`src/sv/avtrq_pkg.sv`:
```
// Shared constants and types of the audio/video timestamp reorder queue.
package avtrq_pkg;

   localparam int QUEUE_DEPTH = 16;
   localparam int CNT_W       = $clog2(QUEUE_DEPTH + 1);
   localparam int CMP_W       = (CNT_W > 5) ? CNT_W : 5;

   localparam int STAMP_W  = 32;
   localparam int HANDLE_W = 16;
   localparam int THRESH_W = 5;

   localparam int CSR_ADDR_W = 3;
   localparam int CSR_DATA_W = 32;

   localparam logic REG_REORDER = 1'b0;
   localparam logic REG_THRESH  = 1'b1;

   localparam logic [THRESH_W-1:0] THRESH_RESET = 5'd10;

   localparam logic FUNC_RESTART = 1'b1;

   // controller to datapath
   typedef struct packed {
      logic step;
      logic emit;
   } avtrq_cmd_type;

   // datapath to controller
   typedef struct packed {
      logic has_result;
      logic out_free;
   } avtrq_status_type;

endpackage

```
`src/sv/avtrq_csr.sv`:
```
// Configuration registers behind the APB-style port.
module avtrq_csr (
   input  logic                                  clock,
   input  logic                                  reset,
   input  logic                                  psel,
   input  logic                                  penable,
   input  logic                                  pwrite,
   input  logic [avtrq_pkg::CSR_ADDR_W-1:0]      paddr,
   input  logic [avtrq_pkg::CSR_DATA_W-1:0]      pwdata,
   output logic [avtrq_pkg::CSR_DATA_W-1:0]      prdata,
   output logic                                  pready,
   output logic                                  cfg_reorder,
   output logic [avtrq_pkg::THRESH_W-1:0]        cfg_thresh
);

   logic                           reorder_ff, reorder_in;
   logic [avtrq_pkg::THRESH_W-1:0] thresh_ff, thresh_in;
   logic                           wr;

   assign pready = 1'b1;
   assign wr     = psel && penable && pwrite;

   always_comb begin
      reorder_in = reorder_ff;
      thresh_in  = thresh_ff;
      if (wr) begin
         case (paddr[2])
            avtrq_pkg::REG_REORDER: reorder_in = pwdata[0];
            avtrq_pkg::REG_THRESH:  thresh_in  = pwdata[avtrq_pkg::THRESH_W-1:0];
            default: ;
         endcase
      end
   end

   always_ff @(posedge clock) begin
      if (reset) begin
         reorder_ff <= 1'b0;
         thresh_ff  <= avtrq_pkg::THRESH_RESET;
      end else begin
         reorder_ff <= reorder_in;
         thresh_ff  <= thresh_in;
      end
   end

   always_comb begin
      case (paddr[2])
         avtrq_pkg::REG_REORDER: prdata = {{(avtrq_pkg::CSR_DATA_W-1){1'b0}}, reorder_ff};
         avtrq_pkg::REG_THRESH:
            prdata = {{(avtrq_pkg::CSR_DATA_W-avtrq_pkg::THRESH_W){1'b0}}, thresh_ff};
         default: prdata = '0;
      endcase
   end

   assign cfg_reorder = reorder_ff;
   assign cfg_thresh  = thresh_ff;

endmodule

```
`src/sv/avtrq_ctrl.sv`:
```
// Controller: accepts a descriptor, then holds until its result is released.
module avtrq_ctrl (
   input  logic                          clock,
   input  logic                          reset,
   input  logic                          req_valid,
   output logic                          req_stall,
   output avtrq_pkg::avtrq_cmd_type      cmd,
   input  avtrq_pkg::avtrq_status_type   status
);

   typedef enum logic {IDLE, EMIT} state_type;

   state_type state_ff, state_in;

   always_comb begin
      state_in = state_ff;
      cmd      = '0;
      case (state_ff)
         IDLE: begin
            if (req_valid) begin
               cmd.step = 1'b1;
               if (status.has_result) state_in = EMIT;
            end
         end
         EMIT: begin
            // wait for the output register to free up
            if (status.out_free) begin
               cmd.emit = 1'b1;
               state_in = IDLE;
            end
         end
         default: state_in = IDLE;
      endcase
   end

   always_ff @(posedge clock) begin
      if (reset) state_ff <= IDLE;
      else       state_ff <= state_in;
   end

   assign req_stall = (state_ff == EMIT);

endmodule

```
`src/sv/avtrq_dp.sv`:
```
// Datapath: sorted compare-cell store, kind counters, timestamp tracking, output register.
module avtrq_dp (
   input  logic                                clock,
   input  logic                                reset,
   input  avtrq_pkg::avtrq_cmd_type            cmd,
   output avtrq_pkg::avtrq_status_type         status,
   input  logic                                cfg_reorder,
   input  logic [avtrq_pkg::THRESH_W-1:0]      cfg_thresh,
   input  logic                                req_func,
   input  logic [avtrq_pkg::STAMP_W-1:0]       req_stamp,
   input  logic                                req_video_flag,
   input  logic [avtrq_pkg::HANDLE_W-1:0]      req_handle,
   input  logic                                req_header_ok,
   output logic                                rsp_valid,
   input  logic                                rsp_stall,
   output logic [avtrq_pkg::STAMP_W-1:0]       rsp_out_stamp,
   output logic                                rsp_out_video_flag,
   output logic [avtrq_pkg::HANDLE_W-1:0]      rsp_out_handle,
   output logic                                rsp_monotonic
);

   localparam int QD   = avtrq_pkg::QUEUE_DEPTH;
   localparam int CW   = avtrq_pkg::CNT_W;
   localparam int MW   = avtrq_pkg::CMP_W;
   localparam int SW   = avtrq_pkg::STAMP_W;
   localparam int HW   = avtrq_pkg::HANDLE_W;

   logic [SW-1:0] stamp_ff  [QD];
   logic [SW-1:0] stamp_in  [QD];
   logic          kind_ff   [QD];
   logic          kind_in   [QD];
   logic [HW-1:0] handle_ff [QD];
   logic [HW-1:0] handle_in [QD];

   logic [CW-1:0] occ_ff, occ_in;
   logic [CW-1:0] vid_cnt_ff, vid_cnt_in;
   logic [CW-1:0] aud_cnt_ff, aud_cnt_in;
   logic [SW-1:0] last_ff, last_in;
   logic          mono_ff, mono_in;

   logic          pend_bypass_ff, pend_bypass_in;
   logic [SW-1:0] byp_stamp_ff, byp_stamp_in;
   logic          byp_kind_ff, byp_kind_in;
   logic [HW-1:0] byp_handle_ff, byp_handle_in;

   logic          rsp_valid_ff, rsp_valid_in;
   logic [SW-1:0] rsp_stamp_ff, rsp_stamp_in;
   logic          rsp_kind_ff, rsp_kind_in;
   logic [HW-1:0] rsp_handle_ff, rsp_handle_in;
   logic          rsp_mono_ff, rsp_mono_in;

   logic [QD-1:0] le;
   logic          full, is_msg, keep, do_insert, release_now;
   logic [CW-1:0] vid_nx, aud_nx;
   logic [MW-1:0] thr_raw, thr, vid_w, aud_w;

   // each cell compares its own stamp with the incoming one; the sorted
   // order makes the set of cells at or below it a prefix
   always_comb begin
      for (int i = 0; i < QD; i++) begin
         le[i] = (CW'(i) < occ_ff) && (stamp_ff[i] <= req_stamp);
      end
   end

   assign full      = (occ_ff == CW'(QD));
   assign is_msg    = (req_func != avtrq_pkg::FUNC_RESTART);
   assign keep      = is_msg && !(req_video_flag && !req_header_ok);
   assign do_insert = keep && cfg_reorder && !full;

   assign vid_nx = vid_cnt_ff + CW'(do_insert && req_video_flag);
   assign aud_nx = aud_cnt_ff + CW'(do_insert && !req_video_flag);

   // clamp the threshold to 1..depth
   assign thr_raw = MW'(cfg_thresh);
   assign thr     = (thr_raw == '0) ? MW'(1) : ((thr_raw > MW'(QD)) ? MW'(QD) : thr_raw);
   assign vid_w   = MW'(vid_nx);
   assign aud_w   = MW'(aud_nx);

   assign release_now = do_insert &&
      (((vid_w >= thr) && (aud_nx == '0)) ||
       ((aud_w >= thr) && (vid_nx == '0)) ||
       ((vid_nx != '0) && (aud_nx != '0)));

   assign status.has_result = keep && (!cfg_reorder || release_now);
   assign status.out_free   = !rsp_valid_ff || !rsp_stall;

   always_comb begin
      for (int i = 0; i < QD; i++) begin
         stamp_in[i]  = stamp_ff[i];
         kind_in[i]   = kind_ff[i];
         handle_in[i] = handle_ff[i];
      end
      occ_in         = occ_ff;
      vid_cnt_in     = vid_cnt_ff;
      aud_cnt_in     = aud_cnt_ff;
      last_in        = last_ff;
      mono_in        = mono_ff;
      pend_bypass_in = pend_bypass_ff;
      byp_stamp_in   = byp_stamp_ff;
      byp_kind_in    = byp_kind_ff;
      byp_handle_in  = byp_handle_ff;
      rsp_valid_in   = rsp_valid_ff && rsp_stall;
      rsp_stamp_in   = rsp_stamp_ff;
      rsp_kind_in    = rsp_kind_ff;
      rsp_handle_in  = rsp_handle_ff;
      rsp_mono_in    = rsp_mono_ff;

      if (cmd.step) begin
         pend_bypass_in = !cfg_reorder;
         byp_stamp_in   = req_stamp;
         byp_kind_in    = req_video_flag;
         byp_handle_in  = req_handle;
         if (!is_msg) begin
            occ_in     = '0;
            vid_cnt_in = '0;
            aud_cnt_in = '0;
            last_in    = '0;
            mono_in    = 1'b1;
         end else begin
            if (!cfg_reorder && mono_ff && (last_ff != '0) && (req_stamp < last_ff))
               mono_in = 1'b0;
            last_in = req_stamp;
            if (do_insert) begin
               // cell 0: keep, or take the new entry
               if (!le[0]) begin
                  stamp_in[0]  = req_stamp;
                  kind_in[0]   = req_video_flag;
                  handle_in[0] = req_handle;
               end
               // later cells: keep, take the new entry, or shift from below
               for (int i = 1; i < QD; i++) begin
                  if (!le[i]) begin
                     if (le[i-1]) begin
                        stamp_in[i]  = req_stamp;
                        kind_in[i]   = req_video_flag;
                        handle_in[i] = req_handle;
                     end else begin
                        stamp_in[i]  = stamp_ff[i-1];
                        kind_in[i]   = kind_ff[i-1];
                        handle_in[i] = handle_ff[i-1];
                     end
                  end
               end
               occ_in     = occ_ff + CW'(1);
               vid_cnt_in = vid_nx;
               aud_cnt_in = aud_nx;
            end
         end
      end

      if (cmd.emit) begin
         rsp_valid_in = 1'b1;
         rsp_mono_in  = mono_ff;
         if (pend_bypass_ff) begin
            rsp_stamp_in  = byp_stamp_ff;
            rsp_kind_in   = byp_kind_ff;
            rsp_handle_in = byp_handle_ff;
         end else begin
            rsp_stamp_in  = stamp_ff[0];
            rsp_kind_in   = kind_ff[0];
            rsp_handle_in = handle_ff[0];
            if (kind_ff[0]) begin
               if (vid_cnt_ff != '0) vid_cnt_in = vid_cnt_ff - CW'(1);
            end else begin
               if (aud_cnt_ff != '0) aud_cnt_in = aud_cnt_ff - CW'(1);
            end
            // drop the head and advance the rest
            for (int i = 0; i < QD - 1; i++) begin
               stamp_in[i]  = stamp_ff[i+1];
               kind_in[i]   = kind_ff[i+1];
               handle_in[i] = handle_ff[i+1];
            end
            occ_in = occ_ff - CW'(1);
         end
      end
   end

   always_ff @(posedge clock) begin
      if (reset) begin
         occ_ff       <= '0;
         vid_cnt_ff   <= '0;
         aud_cnt_ff   <= '0;
         last_ff      <= '0;
         mono_ff      <= 1'b1;
         rsp_valid_ff <= 1'b0;
      end else begin
         occ_ff       <= occ_in;
         vid_cnt_ff   <= vid_cnt_in;
         aud_cnt_ff   <= aud_cnt_in;
         last_ff      <= last_in;
         mono_ff      <= mono_in;
         rsp_valid_ff <= rsp_valid_in;
      end
   end

   always_ff @(posedge clock) begin
      for (int i = 0; i < QD; i++) begin
         stamp_ff[i]  <= stamp_in[i];
         kind_ff[i]   <= kind_in[i];
         handle_ff[i] <= handle_in[i];
      end
      pend_bypass_ff <= pend_bypass_in;
      byp_stamp_ff   <= byp_stamp_in;
      byp_kind_ff    <= byp_kind_in;
      byp_handle_ff  <= byp_handle_in;
      rsp_stamp_ff   <= rsp_stamp_in;
      rsp_kind_ff    <= rsp_kind_in;
      rsp_handle_ff  <= rsp_handle_in;
      rsp_mono_ff    <= rsp_mono_in;
   end

   assign rsp_valid          = rsp_valid_ff;
   assign rsp_out_stamp      = rsp_stamp_ff;
   assign rsp_out_video_flag = rsp_kind_ff;
   assign rsp_out_handle     = rsp_handle_ff;
   assign rsp_monotonic      = rsp_mono_ff;

endmodule

```
`src/sv/av_timestamp_reorder_queue.sv`:
```
// Top level of the audio/video timestamp reorder queue.
//
//   channel   direction  handshake                 payload
//   req       in         req_valid / req_stall     func, stamp, video_flag, handle, header_ok
//   rsp       out        rsp_valid / rsp_stall     out_stamp, out_video_flag, out_handle,
//                                                  monotonic
//   csr       in/out     psel, penable, pwrite     paddr, pwdata, prdata, pready
//
// A descriptor that yields a result is first inserted or tracked, then released into
// the output register; the release waits while the output register still holds an
// untransferred result.
// Insertion goes through a row of compare cells, one per store slot.
// Reset is synchronous; the store contents are not cleared, only its fill count.
// req_stall is high while a result waits for the output register.
module av_timestamp_reorder_queue (
   input  logic                                clock,
   input  logic                                reset,
   input  logic                                req_valid,
   output logic                                req_stall,
   input  logic                                req_func,
   input  logic [avtrq_pkg::STAMP_W-1:0]       req_stamp,
   input  logic                                req_video_flag,
   input  logic [avtrq_pkg::HANDLE_W-1:0]      req_handle,
   input  logic                                req_header_ok,
   output logic                                rsp_valid,
   input  logic                                rsp_stall,
   output logic [avtrq_pkg::STAMP_W-1:0]       rsp_out_stamp,
   output logic                                rsp_out_video_flag,
   output logic [avtrq_pkg::HANDLE_W-1:0]      rsp_out_handle,
   output logic                                rsp_monotonic,
   input  logic                                psel,
   input  logic                                penable,
   input  logic                                pwrite,
   input  logic [avtrq_pkg::CSR_ADDR_W-1:0]    paddr,
   input  logic [avtrq_pkg::CSR_DATA_W-1:0]    pwdata,
   output logic [avtrq_pkg::CSR_DATA_W-1:0]    prdata,
   output logic                                pready
);

   avtrq_pkg::avtrq_cmd_type       cmd;
   avtrq_pkg::avtrq_status_type    status;
   logic                           cfg_reorder;
   logic [avtrq_pkg::THRESH_W-1:0] cfg_thresh;

   avtrq_csr u_csr (
      .clock       (clock),
      .reset       (reset),
      .psel        (psel),
      .penable     (penable),
      .pwrite      (pwrite),
      .paddr       (paddr),
      .pwdata      (pwdata),
      .prdata      (prdata),
      .pready      (pready),
      .cfg_reorder (cfg_reorder),
      .cfg_thresh  (cfg_thresh)
   );

   avtrq_ctrl u_ctrl (
      .clock     (clock),
      .reset     (reset),
      .req_valid (req_valid),
      .req_stall (req_stall),
      .cmd       (cmd),
      .status    (status)
   );

   avtrq_dp u_dp (
      .clock              (clock),
      .reset              (reset),
      .cmd                (cmd),
      .status             (status),
      .cfg_reorder        (cfg_reorder),
      .cfg_thresh         (cfg_thresh),
      .req_func           (req_func),
      .req_stamp          (req_stamp),
      .req_video_flag     (req_video_flag),
      .req_handle         (req_handle),
      .req_header_ok      (req_header_ok),
      .rsp_valid          (rsp_valid),
      .rsp_stall          (rsp_stall),
      .rsp_out_stamp      (rsp_out_stamp),
      .rsp_out_video_flag (rsp_out_video_flag),
      .rsp_out_handle     (rsp_out_handle),
      .rsp_monotonic      (rsp_monotonic)
   );

endmodule
```
`config.mk`:
```
export PLATFORM = sky130hd
export DESIGN_NAME = av_timestamp_reorder_queue
export DESIGN_NICKNAME = d
export VERILOG_FILES = /design/src/sv/avtrq_pkg.sv /design/src/sv/avtrq_csr.sv /design/src/sv/avtrq_ctrl.sv /design/src/sv/avtrq_dp.sv /design/src/sv/av_timestamp_reorder_queue.sv
export SDC_FILE = /design/constraint.sdc
export NUM_CORES = 2
export LEC_CHECK = 0
export ABC_AREA = 1
export BUFFER_PORTS_ARGS = -buffer_cell sky130_fd_sc_hd__buf_2
export CAP_MARGIN = 0
export CORE_AREA = 2 2 402 285
export CTS_CLUSTER_DIAMETER = 80
export DETAILED_ROUTE_END_ITERATION = 10
export DIE_AREA = 0 0 404 287
export PLACE_DENSITY = 0.71
export SYNTH_ARGS = -nofsm -noshare
export SYNTH_HDL_FRONTEND = slang
export SYNTH_HIERARCHICAL = 1
export SYNTH_SLANG_ARGS = --single-unit
```
`constraint.sdc`:
```
create_clock -name clock -period 13.3 [get_ports clock]
set_input_delay 0.665 -clock clock [delete_from_list [all_inputs] [get_ports clock]]
set_output_delay 0.665 -clock clock [all_outputs]
set_load 0.03 [all_outputs]
```
==> flow_summary.toml <==
[grt]
grt.total_usage_pct = 36.46
grt_pass1_vias = 56810
grt_overflow = 0
antenna_found_initial = 9
grt_max_degree = 220
grt_pass1_wl_microns = 335300

[clock_network]
ctsLongestPathBuffers = 3
clkTransAtPathRegs_ns = 0.07
cts_setup_buffers = 0
cts_resized = 0
cts.htree.levels = 3
clk_latency_ns = 0.71
clock-root-buffer = "clkbuf_16"
cts_sinks = 940
cts-buffers-inserted = 98
cts_tree = "yes"
hold_buffers = 0

[die]
die_area_sq_um = 115900
die_h_microns = 287
ioPinCount = 178
die_w_microns = 404
start_util_pct = 54.78
core-area_sq_um = 111900
fp-row-count = 103

[sta]
setup_viol = 0
period_minus_slack_ns = 5.124
setup_tns_ns = 0
finalCritPeriodShare_pct = 38.52
worst_pin_slew_ns = 1.287
clock_skew_ns = 0.02795
hold_violations = 0
rsz0062_at_grt = "false"
drv_slew = 0
fmax_ghz = 0.1952
relSlewSlack_pct = 14.19
setup_slack_ns = 8.176

[min_path]
min_path_type = "input pin to register"

[placed_design]
post-place-ws_ns = 7.907
dp_hpwl_microns = 144700
io_buffers = 120
gp_congestion = 0.9378

[power]
ir_drop_mv = 0.1142
leakage_nw = 31.93
power_density_nw_per_um2 = 182.3

[detailed_routing]
antenna_left = 0
wirelength_met1_microns = 97140
drt_iter0_drc = 8403
dr_total_vias = 63030
drc_errors = 0
wl_met3_microns = 28450
dr.pass1.iters = 8
wl_microns = 218000
top_layer = "met5"
drt-vias-per-instance = 5.914
wl_per_cell_microns = 20.46
wl_met2_microns = 85130

[setup_path]
critical_path_class = "register to register"
cpMostUsedCell = "buf_4"
cp.arrival_ns = 5.77
cp_max_fo = 54
end_kind = "register"
max_stage_delay_ns = 0.89
cp_slowest_cell = "nand2_2"
required_ns = 13.95
start_kind = "register"
cp_cell_sequence = "nor2_4, buf_4, inv_2, nor2_4, buf_4, buf_4, nand2_2, a21oi_1, nand2_1, nand2_1"

[logic_synthesis]
synth_edf_count = 149
synth_cell_types = 43
async_flop_share_pct = 0
synth_area_sq_um = 61270
synth_ff_type = "dfxtp_1"
yosysWarnings = 6
synth_xor_area_share_pct = 0.1429
synth_compound_area_share_pct = 15.06
yosysSeqAreaShare_pct = 33.15
synth_cells = 9344
synth_area_per_cell_sq_um = 6.558
synth-simple-area-share_pct = 30.55
synth_mux_area_share_pct = 0
synth-seq-cells = 940
synth_adder_area_share_pct = 11.41
synth_top_family_by_area = "simple AND/OR/NAND/NOR gates"

[outcome]
status = "completed"

[finish]
drive_above_1_share_pct = 5.346
final_nets = 9757
final_util_pct = 58.81
area_growth_pct = 7.363
fillers = 10780
multi_input_area_sq_um = 35390
ff_latch_area_sq_um = 20310

[job]
maxCapViolCount = 0
[report_power, final]
group | internal, W | switching (W) | leakage (nW)
combinational | 0.00164 | 0.00258 | 22.3
sequential | 0.00388 | 0.000954 | 8.03
clock | 0.00168 | 0.00126 | 1.62
total | 0.00720 | 0.00479 | 31.9
[path summary, 6_finish.rpt]
check | slack, ns | to | cells past startpoint | startpoint
hold reg to reg | 0.45 | u_dp/kind_ff[0][4] | 2 | u_dp/kind_ff[0][5]
hold / removal | 0.18 | u_csr/cfg_thresh[3] | 3 | pwdata[3]
setup / recovery | 8.18 | u_dp/stamp_ff[0][74] | 10 | u_ctrl/req_stall
setup reg to reg | 8.18 | u_dp/stamp_ff[0][74] | 10 | u_ctrl/req_stall
[cells in the final DEF (no fill, tap or decap), types with 133 or more instances in the layout]
| cell type | n |
|---|---|
| nand2_1 | 2631 |
| a21oi_1 | 1402 |
| nand3_1 | 1158 |
| inv_1 | 846 |
| dfxtp_1 | 791 |
| nor2_1 | 634 |
| ha_1 | 558 |
| o21ai_0 | 298 |
| edfxtp_1 | 149 |
| buf_4 | 133 |
[cell usage after synthesis (all sizes together) (10+ instances only)]
library cell / n / area share [%]
inv: 861 / 5.3
buf: 234 / 2.0
xor2: 10 / 0.14
ha: 558 / 11
a31oi: 16 / 0.16
a21o: 26 / 0.32
nand2: 2668 / 16
nor2: 643 / 4.0
a21oi: 1415 / 12
o21ai: 308 / 2.5
dfxtp: 791 / 26
edfxtp: 149 / 7.3
clkbuf: 385 / 2.4
nor3: 10 / 0.082
nand3: 1159 / 9.5
nand4: 49 / 0.50
clkinv: 11 / 0.067
o21a: 19 / 0.23
[metal layers]
metal	track usage, %	up-vias
li1	-	30190
met1	54.86	28870
met2	50.20	3627
met3	9.053	334
met4	11.91	4
met5	0	-
[cell families (layout without fill, tap and decap cells)]
kind of cell / after synthesis / after routing
flip-flops: 940 / 940
other: 2 / 31
XOR/XNOR: 10 / 10
AND/OR/NAND/NOR: 4543 / 4543
AO/OA/AOI/OAI: 1799 / 1799
buffers and inverters: 1491 / 1306
adder cells (fa/ha/maj): 559 / 559
[worst max-delay path: cells and delay by family (launching register included)]
family	cells	cell delay [ns]
buffers and inverters	4	2.74
DFF	1	0.36
and+or+nand+nor	5	1.41
AOI/OAI and AO/OA	1	0.43
[flip-flops by register name (all words and copies together), names as in the netlist]
register	cells
u_csr/cfg_reorder	1
u_dp/rsp_valid	1
u_dp/stamp_ff	512
u_dp/rsp_out_handle	16
u_dp/pend_bypass_ff	1
u_dp/aud_cnt_ff	5
u_dp/rsp_monotonic	1
u_dp/last_ff	32
u_dp/kind_ff	16
u_dp/vid_cnt_ff	5
u_dp/byp_stamp_ff	32
u_dp/byp_kind_ff	1
u_csr/cfg_thresh	5
u_dp/occ_ff	5
u_dp/mono_ff	1
u_dp/rsp_out_stamp	32
u_dp/rsp_out_video_flag	1
u_dp/byp_handle_ff	16
u_dp/handle_ff	256
u_ctrl/req_stall	1
[area by class of cell]
type	count	area share, %
diodes	3	0.01141
clock buffers	133	4.192
clock inverters	46	0.8540
inverters	872	4.987
multi-input cells	6939	53.80
flip-flops and latches	940	30.87
well taps	1470	2.796
repair buffers	255	2.492
[stage by stage]
stage / hold WS [ns] / instances / area, sq um / power, W
after global routing: 0.1766 / 10660 / 65780 / 0.01283
after floorplan: 0.4258 / 9370 / 61370 / 0.007678
final: 0.1825 / 10660 / 65790 / 0.01199
after CTS: 0.1602 / 10660 / 65780 / 0.01185
after global placement: 0.4336 / 10480 / 62460 / 0.008706
after detailed placement: 0.4361 / 10480 / 62460 / 0.008912
(Power assumes the default switching activity.)
